`src/rtl/tds_pkg.sv`:
```
`default_nettype none
// shared types and constants for the tick delay scheduler
package tds_pkg;

  localparam int ID_W   = 8;
  localparam int AMT_W  = 32;
  localparam int TICK_W = 64;

  typedef enum logic [1:0] {
    KIND_TICK  = 2'd0,
    KIND_TIME  = 2'd1,
    KIND_DELAY = 2'd2,
    KIND_UNTIL = 2'd3
  } cmd_kind_t;

  typedef enum logic [1:0] {
    RK_TIME     = 2'd0,
    RK_WAKE     = 2'd1,
    RK_TOO_LATE = 2'd2,
    RK_FULL     = 2'd3
  } reply_kind_t;

  typedef enum logic [1:0] {
    OP_REPLY = 2'd0,
    OP_ENQ   = 2'd1,
    OP_TICK  = 2'd2
  } op_code_t;

  typedef struct packed {
    logic [1:0]        kind;
    logic [ID_W-1:0]   client_id;
    logic [AMT_W-1:0]  amount;
  } cmd_t;

  typedef struct packed {
    logic [ID_W-1:0]   reply_to;
    logic [1:0]        reply_kind;
    logic [TICK_W-1:0] tick_value;
    logic              last;
  } result_t;

  typedef struct packed {
    op_code_t          code;
    logic [ID_W-1:0]   client;
    reply_kind_t       rkind;
    logic [TICK_W-1:0] value;
  } op_t;

endpackage
`default_nettype wire

```
`src/rtl/tick_delay_scheduler.sv`:
```
`default_nettype none
// tick delay scheduler top level
//
// Commands enter on cmd, taken on a clock edge with start high and busy low.
// kind selects tick, time query, relative delay or delay until an absolute tick.
// Results leave on result, valid for one cycle while result_strobe is high;
// the receiver takes every result and cannot stall the block.
// A front end keeps the 64-bit tick count, answers the classification of each
// command and places an op in a two-entry queue; busy is high while it is full.
// The back end takes one op at a time from the queue:
//   time query, too_late and table_full replies: one result
//   accepted delay: no result
//   tick: wakes come out during a scan of one slot per cycle from the highest
//         slot down
// The last result caused by a command carries last; a tick with no due client
// gives no result. Commands are taken back to back until the queue fills.
// Reset clears the tick count, frees every slot and empties the queue; the
// block takes commands in the first cycle after reset.
module tick_delay_scheduler #(
  parameter int SLOTS          = 16,
  parameter int CLIENT_ID_BITS = 8
) (
  input  wire logic             clk,
  input  wire logic             rst,
  input  wire logic             start,
  output logic                  busy,
  input  wire tds_pkg::cmd_t    cmd,
  output tds_pkg::result_t      result,
  output logic                  result_strobe
);

  logic         push;
  logic         pop;
  logic         empty;
  tds_pkg::op_t op_in;
  tds_pkg::op_t op_head;

  tds_front #(
    .CLIENT_ID_BITS(CLIENT_ID_BITS)
  ) u_front (
    .clk   (clk),
    .rst   (rst),
    .start (start),
    .full  (busy),
    .cmd   (cmd),
    .push  (push),
    .op    (op_in)
  );

  tds_queue u_queue (
    .clk   (clk),
    .rst   (rst),
    .push  (push),
    .din   (op_in),
    .full  (busy),
    .pop   (pop),
    .dout  (op_head),
    .empty (empty)
  );

  tds_back #(
    .SLOTS          (SLOTS),
    .CLIENT_ID_BITS (CLIENT_ID_BITS)
  ) u_back (
    .clk           (clk),
    .rst           (rst),
    .head          (op_head),
    .empty         (empty),
    .pop           (pop),
    .result        (result),
    .result_strobe (result_strobe)
  );

  a_single_reply_last: assert property (@(posedge clk) disable iff (rst)
    result_strobe && (result.reply_kind != tds_pkg::RK_WAKE) |-> result.last)
    else $error("non-wake reply without last");

  a_error_zero_tick: assert property (@(posedge clk) disable iff (rst)
    result_strobe && ((result.reply_kind == tds_pkg::RK_TOO_LATE) ||
                      (result.reply_kind == tds_pkg::RK_FULL))
    |-> (result.tick_value == '0))
    else $error("error reply with nonzero tick value");

  a_busy_after_transfer: assert property (@(posedge clk) disable iff (rst)
    $rose(busy) |-> $past(start))
    else $error("queue filled without a transfer");

endmodule
`default_nettype wire

```
`src/rtl/tds_front.sv`:
```
`default_nettype none
// command front end: owns the tick count and turns commands into queue ops
module tds_front #(
  parameter int CLIENT_ID_BITS = 8
) (
  input  wire logic           clk,
  input  wire logic           rst,
  input  wire logic           start,
  input  wire logic           full,
  input  wire tds_pkg::cmd_t  cmd,
  output logic                push,
  output tds_pkg::op_t        op
);

  localparam int IDW = tds_pkg::ID_W;
  localparam int AW  = tds_pkg::AMT_W;
  localparam int TW  = tds_pkg::TICK_W;
  localparam int CB  = (CLIENT_ID_BITS < IDW) ? CLIENT_ID_BITS : IDW;
  localparam logic [IDW-1:0] CMASK = {IDW{1'b1}} >> (IDW - CB);

  logic [TW-1:0]  count;
  logic [TW-1:0]  count_next;
  logic [TW-1:0]  cnt_inc;
  logic [TW-1:0]  amt_ext;
  logic [TW-1:0]  sum;
  logic           late;
  logic [IDW-1:0] cid;

  always_comb begin
    push    = start && !full;
    cid     = cmd.client_id & CMASK;
    amt_ext = {{(TW-AW){1'b0}}, cmd.amount};
    cnt_inc = count + {{(TW-1){1'b0}}, 1'b1};
    sum     = count + amt_ext;
    late    = amt_ext < count;

    count_next = count;
    op.code    = tds_pkg::OP_REPLY;
    op.client  = cid;
    op.rkind   = tds_pkg::RK_TIME;
    op.value   = count;
    case (cmd.kind)
      tds_pkg::KIND_TICK: begin
        op.code    = tds_pkg::OP_TICK;
        op.rkind   = tds_pkg::RK_WAKE;
        op.value   = cnt_inc;
        count_next = cnt_inc;
      end
      tds_pkg::KIND_TIME: begin
        op.code = tds_pkg::OP_REPLY;
      end
      tds_pkg::KIND_DELAY: begin
        op.code  = tds_pkg::OP_ENQ;
        op.rkind = tds_pkg::RK_FULL;
        op.value = sum;
      end
      tds_pkg::KIND_UNTIL: begin
        if (late) begin
          op.rkind = tds_pkg::RK_TOO_LATE;
          op.value = '0;
        end else begin
          op.code  = tds_pkg::OP_ENQ;
          op.rkind = tds_pkg::RK_FULL;
          op.value = amt_ext;
        end
      end
      default: begin
        op.code = tds_pkg::OP_REPLY;
      end
    endcase
  end

  always_ff @(posedge clk) begin
    if (rst) begin
      count <= '0;
    end else if (push) begin
      count <= count_next;
    end
  end

endmodule
`default_nettype wire

```
`src/rtl/tds_queue.sv`:
```
`default_nettype none
// two-entry op queue between front end and back end
module tds_queue (
  input  wire logic          clk,
  input  wire logic          rst,
  input  wire logic          push,
  input  wire tds_pkg::op_t  din,
  output logic               full,
  input  wire logic          pop,
  output tds_pkg::op_t       dout,
  output logic               empty
);

  tds_pkg::op_t mem [2];
  logic         wr_ptr;
  logic         rd_ptr;
  logic [1:0]   fill;
  logic [1:0]   fill_next;

  always_comb begin
    full  = (fill == 2'd2);
    empty = (fill == 2'd0);
    dout  = mem[rd_ptr];
    case ({push, pop})
      2'b10:   fill_next = fill + 2'd1;
      2'b01:   fill_next = fill - 2'd1;
      default: fill_next = fill;
    endcase
  end

  always_ff @(posedge clk) begin
    if (rst) begin
      wr_ptr <= 1'b0;
      rd_ptr <= 1'b0;
      fill   <= 2'd0;
    end else begin
      if (push) begin
        wr_ptr <= ~wr_ptr;
      end
      if (pop) begin
        rd_ptr <= ~rd_ptr;
      end
      fill <= fill_next;
    end
  end

  always_ff @(posedge clk) begin
    if (push) begin
      mem[wr_ptr] <= din;
    end
  end

endmodule
`default_nettype wire

```
`src/rtl/tds_back.sv`:
```
`default_nettype none
// back end: slot table, free slot stack and the wake scan
module tds_back #(
  parameter int SLOTS          = 16,
  parameter int CLIENT_ID_BITS = 8
) (
  input  wire logic          clk,
  input  wire logic          rst,
  input  wire tds_pkg::op_t  head,
  input  wire logic          empty,
  output logic               pop,
  output tds_pkg::result_t   result,
  output logic               result_strobe
);

  localparam int IDW = tds_pkg::ID_W;
  localparam int TW  = tds_pkg::TICK_W;
  localparam int CB  = (CLIENT_ID_BITS < IDW) ? CLIENT_ID_BITS : IDW;
  localparam int IW  = (SLOTS > 1) ? $clog2(SLOTS) : 1;
  localparam int FW  = $clog2(SLOTS + 1);
  localparam logic [IW-1:0] LAST_SLOT = IW'(SLOTS - 1);
  localparam logic [FW-1:0] FULL_TOP  = FW'(SLOTS);

  typedef enum logic [4:0] {
    S_IDLE  = 5'b00001,
    S_ALLOC = 5'b00010,
    S_SCAN  = 5'b00100,
    S_TAIL  = 5'b01000,
    S_FLUSH = 5'b10000
  } state_t;

  state_t state;
  state_t state_next;

  logic [SLOTS-1:0] slot_active;
  logic [CB-1:0]    slot_client  [SLOTS];
  logic [TW-1:0]    slot_release [SLOTS];
  logic [IW-1:0]    stack_mem    [SLOTS];
  logic [SLOTS-1:0] stack_vld;
  logic [FW-1:0]    free_top;

  logic [TW-1:0]    rel_q;
  logic [CB-1:0]    cli_q;
  logic [IW-1:0]    stk_q;
  logic [IW-1:0]    scan_addr;
  logic [IW-1:0]    cmp_idx;
  logic             cmp_vld;
  logic [TW-1:0]    count_q;
  logic [IW-1:0]    alloc_addr;
  logic [CB-1:0]    ins_client;
  logic [TW-1:0]    ins_release;
  logic             pend_vld;
  logic [CB-1:0]    pend_client;

  logic [FW-1:0]    top_dec;
  logic [IW-1:0]    pop_pos;
  logic [IW-1:0]    push_pos;
  logic [IW-1:0]    slot_pick;
  logic             due;
  logic             can_push;

  always_comb begin
    top_dec   = free_top - FW'(1);
    pop_pos   = top_dec[IW-1:0];
    push_pos  = free_top[IW-1:0];
    can_push  = free_top < FULL_TOP;
    // for a never-written stack entry the stack position itself serves as the slot index
    slot_pick = stack_vld[alloc_addr] ? stk_q : alloc_addr;
    due       = cmp_vld && slot_active[cmp_idx] && (count_q >= rel_q);
    pop       = (state == S_IDLE) && !empty;
  end

  always_comb begin
    state_next = state;
    case (state)
      S_IDLE: begin
        if (!empty) begin
          case (head.code)
            tds_pkg::OP_ENQ: begin
              if (free_top != '0) begin
                state_next = S_ALLOC;
              end
            end
            tds_pkg::OP_TICK: state_next = S_SCAN;
            default:          state_next = S_IDLE;
          endcase
        end
      end
      S_ALLOC: state_next = S_IDLE;
      S_SCAN: begin
        if (scan_addr == '0) begin
          state_next = S_TAIL;
        end
      end
      S_TAIL:  state_next = S_FLUSH;
      S_FLUSH: state_next = S_IDLE;
      default: state_next = S_IDLE;
    endcase
  end

  // control state
  always_ff @(posedge clk) begin
    if (rst) begin
      state         <= S_IDLE;
      slot_active   <= '0;
      stack_vld     <= '0;
      free_top      <= FULL_TOP;
      cmp_vld       <= 1'b0;
      pend_vld      <= 1'b0;
      result_strobe <= 1'b0;
    end else begin
      state         <= state_next;
      result_strobe <= 1'b0;
      cmp_vld       <= (state == S_SCAN);
      case (state)
        S_IDLE: begin
          if (!empty) begin
            case (head.code)
              tds_pkg::OP_REPLY: result_strobe <= 1'b1;
              tds_pkg::OP_ENQ: begin
                if (free_top == '0) begin
                  result_strobe <= 1'b1;
                end else begin
                  free_top <= top_dec;
                end
              end
              default: ;
            endcase
          end
        end
        S_ALLOC: slot_active[slot_pick] <= 1'b1;
        S_FLUSH: begin
          result_strobe <= pend_vld;
          pend_vld      <= 1'b0;
        end
        default: ;
      endcase
      // one wake held back so the final one can carry last
      if (due) begin
        slot_active[cmp_idx] <= 1'b0;
        if (can_push) begin
          stack_vld[push_pos] <= 1'b1;
          free_top            <= free_top + FW'(1);
        end
        result_strobe <= pend_vld;
        pend_vld      <= 1'b1;
      end
    end
  end

  // datapath registers
  always_ff @(posedge clk) begin
    case (state)
      S_IDLE: begin
        if (!empty) begin
          case (head.code)
            tds_pkg::OP_REPLY: begin
              result.reply_to   <= head.client;
              result.reply_kind <= head.rkind;
              result.tick_value <= head.value;
              result.last       <= 1'b1;
            end
            tds_pkg::OP_ENQ: begin
              result.reply_to   <= head.client;
              result.reply_kind <= tds_pkg::RK_FULL;
              result.tick_value <= '0;
              result.last       <= 1'b1;
              ins_client        <= head.client[CB-1:0];
              ins_release       <= head.value;
              alloc_addr        <= pop_pos;
            end
            tds_pkg::OP_TICK: begin
              count_q   <= head.value;
              scan_addr <= LAST_SLOT;
            end
            default: ;
          endcase
        end
      end
      S_SCAN: begin
        cmp_idx <= scan_addr;
        if (scan_addr != '0) begin
          scan_addr <= scan_addr - IW'(1);
        end
      end
      S_FLUSH: begin
        result.reply_to   <= IDW'(pend_client);
        result.reply_kind <= tds_pkg::RK_WAKE;
        result.tick_value <= count_q;
        result.last       <= 1'b1;
      end
      default: ;
    endcase
    if (due) begin
      result.reply_to   <= IDW'(pend_client);
      result.reply_kind <= tds_pkg::RK_WAKE;
      result.tick_value <= count_q;
      result.last       <= 1'b0;
      pend_client       <= cli_q;
    end
  end

  // slot table
  always_ff @(posedge clk) begin
    if (state == S_ALLOC) begin
      slot_client[slot_pick]  <= ins_client;
      slot_release[slot_pick] <= ins_release;
    end
    rel_q <= slot_release[scan_addr];
    cli_q <= slot_client[scan_addr];
  end

  // free slot stack
  always_ff @(posedge clk) begin
    if (due && can_push) begin
      stack_mem[push_pos] <= cmp_idx;
    end
    stk_q <= stack_mem[pop_pos];
  end

endmodule
`default_nettype wire
```
`config.mk`:
```
export PLATFORM = sky130hd
export DESIGN_NAME = tick_delay_scheduler
export DESIGN_NICKNAME = d
export VERILOG_FILES = /design/src/rtl/tds_pkg.sv /design/src/rtl/tick_delay_scheduler.sv /design/src/rtl/tds_front.sv /design/src/rtl/tds_queue.sv /design/src/rtl/tds_back.sv
export SDC_FILE = /design/constraint.sdc
export NUM_CORES = 2
export LEC_CHECK = 0
export BUFFER_PORTS_ARGS = -buffer_cell sky130_fd_sc_hd__buf_2
export CORE_ASPECT_RATIO = 0.9
export CORE_UTILIZATION = 50
export DETAILED_ROUTE_END_ITERATION = 12
export PLACE_DENSITY = 0.66
export SLEW_MARGIN = 20
export SYNTH_ARGS = -nofsm -noshare
export SYNTH_HDL_FRONTEND = slang
export SYNTH_SLANG_ARGS = --single-unit
export TNS_END_PERCENT = 1
```
`constraint.sdc`:
```
create_clock -name clk -period 11.4 [get_ports clk]
set_input_delay 1.14 -clock clk [delete_from_list [all_inputs] [get_ports clk]]
set_output_delay 1.14 -clock clk [all_outputs]
set_load 0.005 [all_outputs]
```
==> impl_metrics.toml <==
[status]
status = "completed"

[sta]
slew_headroom = 0.239
fin_worst_skew_ns = 0.0448
finalMaxSlewViolations = 0
hold_viol = 0
period_share = 0.412
worst_slew_pin_slew_ns = 1.14
rsz0062_at_grt = "no"
finalSetupViolCount = 0
max_freq_mhz = 213
final_period_minus_worst_setup_slack_ns = 4.69
setup_tns_ns = 0

[detailed_routing]
wirelength_um = 183000
dr.pass1.iters = 6
postRouteAntennaNets = 0
routed-via-count = 39000
drtIter0Drc = 3954
wire_per_inst_um = 28.2
drc = 0
viasPerCell = 6.02

[final_layout]
drive_above_1_share = 0.212
num-fill-cells = 11000
final_cell_mix = "edfxtp_1, mux4_2, dfxtp_1, nor2_1, nand2_1"
fin_area_um2 = 81600
stdcell_count = 6481
area_delta_synth_final_pct = 11.8
layout_commonest_cell = "edfxtp_1"
nNetsFinal = 4570

[clocking]
worstSkewPairLatency_ns = 0.81
numClockSinks = 1789
cts_buffers = 176
root_buffer = "clkbuf_16"
hold_buffers = 0
post-cts-setup-buffers = 0
cts_buffer_depth = 3
clk_pin_slew_ns = 0.06
h-tree-depth = 4
cts_tree = "done"
cts_resized = 0

[global_routing]
first_global_vias = 38700
grtUsageMet2 = 0.398
grt_use_met1 = 0.351
grt_pass1_wl_um = 265000
grt-ovfl-total = 0
grt_busiest_layer = "met2"
grtUsageTotal = 0.250
grt_antenna_before_repair = 5
use_met3 = 0.0532
grt_max_degree = 108

[hold_path]
hold-path-endpoint = "u_back.pend_client[7]"
hold_path_depth = 0
hold_path_startpoint = "u_back.cli_q[7]"
hold_class = "flip-flop to flip-flop"

[power_and_ir_drop]
p_int_mw = 11.4
switching_power_mw = 3.72
p_leak_nw = 27.0
switching_share = 0.246
comb_power_share = 0.091
ir_worst_vdd_v = 0.000153
power_frac_seq = 0.536
p_total_mw = 15.2
clockPowerShare = 0.373
powerDensity_nw_per_um2 = 186

[place]
port_buffers = 121
dpl.cell_count = 6150
dpl.hpwl_um = 106000
place_congestion = 0.908
place_area_um2 = 76000

[setup_path]
required_ns = 11.82
endpoint_kind = "flip-flop"
path_class = "flip-flop to flip-flop"
r2r_slack_ns = 6.71
cp_max_fo = 45
cp.arrival_ns = 5.11
timing.rr.start = "u_back.count_q[45]"
r2r_end = "u_back.result[52]"
start_kind = "flip-flop"
reg2regPathDepth = 10

[synth]
syn_area_per_cell_um2 = 17.3
syn-num-nets = 4406
synth_area_um2 = 73000
ys.warnings.count = 0
yosysSeqAreaShare = 0.710
yosys_most_used_dff = "edfxtp_1"
yosys.cell_types.count = 88
synthCells = 4221
synth_edf_count = 1596
ys_ff_latch = 1789
async_flop_share = 0

[floorplan]
start_util = 0.506
die-height_um = 364
fp.coreArea_um2 = 144000
placementRows = 132
die_width_um = 405
pin_count = 122
die_area_um2 = 147000

[run]
drv_cap = 0
## cells by family (layout without fill, tap and decap cells)
logic type | Yosys count | after routing | share of synthesized area
AO/OA/AOI/OAI | 536 | 536 | 0.0455
XOR/XNOR | 107 | 107 | 0.0128
adder cells (fa/ha/maj) | 140 | 140 | 0.0241
buffers and inverters | 368 | 682 | 0.0194
flip-flops | 1789 | 1789 | 0.710
multiplexers | 478 | 478 | 0.134
other | 0 | 3 | 0
AND/OR/NAND/NOR | 803 | 803 | 0.0549
## how the worst max path moves through the flow
stage                                     from                  endpoint  slack (ns)  depth (start not counted)
after global placement      u_back.count_q[57]         u_back.result[62]        5.81                         10
after floorplan           u_back.alloc_addr[0]  u_back.slot_client[5][0]        5.99                          7
final                       u_back.count_q[45]         u_back.result[52]        6.71                         10
after CTS                   u_back.count_q[47]         u_back.result[52]        6.60                         10
after global routing        u_back.count_q[43]         u_back.result[52]        6.51                         10
after detailed placement               cmd[41]         u_front.count[61]        6.45                          9
## final cells by class
class,instances,area (um^2),area share
Multi-Input combinational cell,2064,19900,0.245
Clock buffer,250,4840,0.0594
Antenna cell,3,7.51,0.0000920
Timing Repair Buffer,192,1180,0.0144
Clock inverter,78,764,0.00937
Sequential cell,1789,51800,0.635
Inverter,162,608,0.00745
Tap cell,1943,2430,0.0298
## through the flow
stage | setup slack [ns] | hold slack, ns | utilization
after global routing | 6.51 | 0.409 | 0.565
final | 6.71 | 0.404 | 0.565
after CTS | 6.60 | 0.405 | 0.565
after detailed placement | 6.45 | 0.390 | 0.526
after global placement | 5.81 | 0.389 | 0.526
after floorplan | 5.99 | 0.386 | -
## power by group through the flow
stage	Clock [mW]	Sequential, mW	Combinational, mW
floorplan	0	8.09	0.786
global placement	0	8.25	1.37
detailed placement	0	8.27	1.37
CTS	5.74	8.14	1.39
global route	5.97	8.17	1.48
finish	5.65	8.13	1.38
## registers in the layout, summed over array words and instances (netlist names), 4 cells and up, named ones only
name,flops
u_back.alloc_addr,4
u_back.cli_q,8
u_back.cmp_idx,4
u_back.count_q,64
u_back.free_top,5
u_back.ins_client,8
u_back.ins_release,64
u_back.pend_client,8
u_back.rel_q,64
u_back.result,75
u_back.scan_addr,4
u_back.slot_active,16
u_back.slot_client,128
u_back.slot_release,1024
u_back.stack_mem,64
u_back.stack_vld,16
u_back.state,5
u_back.stk_q,4
u_front.count,64
u_queue.mem,152
## cells in the mapped netlist, types with 9 or more instances
| library cell | number | area, um^2 |
|---|---|---|
| edfxtp_1 | 1596 | 47900 |
| mux4_2 | 388 | 8740 |
| nor2_1 | 209 | 785 |
| dfxtp_1 | 193 | 3860 |
| nand2_1 | 185 | 694 |
| inv_1 | 162 | 608 |
| a21oi_1 | 157 | 786 |
| clkbuf_1 | 145 | 544 |
| o21ai_0 | 145 | 726 |
| ha_1 | 139 | 1740 |
| xnor2_1 | 89 | 780 |
| mux2_2 | 83 | 935 |
| nand2b_1 | 83 | 519 |
| nand3_1 | 58 | 290 |
| nor3_1 | 57 | 285 |
| or3_1 | 45 | 282 |
| buf_1 | 40 | 150 |
| a21o_1 | 37 | 278 |
| nand4_1 | 34 | 213 |
| a31oi_1 | 25 | 156 |
| nor4_1 | 25 | 156 |
| o22ai_1 | 24 | 150 |
| a211oi_1 | 19 | 143 |
| nor2b_1 | 19 | 119 |
| and3_1 | 18 | 113 |
| buf_2 | 18 | 90.1 |
| xor2_1 | 18 | 158 |
| a22oi_1 | 14 | 105 |
| o211ai_1 | 14 | 105 |
| and4_1 | 13 | 114 |
| o21bai_1 | 13 | 97.6 |
| o31ai_1 | 11 | 82.6 |
| or2_2 | 11 | 68.8 |
| o21a_1 | 9 | 67.6 |
## per-layer routing
metal | wire [um] | up-vias
met1 | 76500 | 20200
met4 | 4360 | 0
met2 | 87300 | 1523
met3 | 14900 | 269
li1 | - | 17000
met5 | 0 | -
## worst max-delay path, cell delays in order (launching register included)
cell	delay (ns)
edfxtp_1	0.40
ha_1	0.32
nand4_1	0.19
nor4_1	0.76
nand3_1	0.20
a21oi_1	0.23
o311ai_2	0.10
buf_4	0.22
nand2_4	0.45
or2_4	0.62
buf_4	0.76
(Power assumes the default switching activity.)
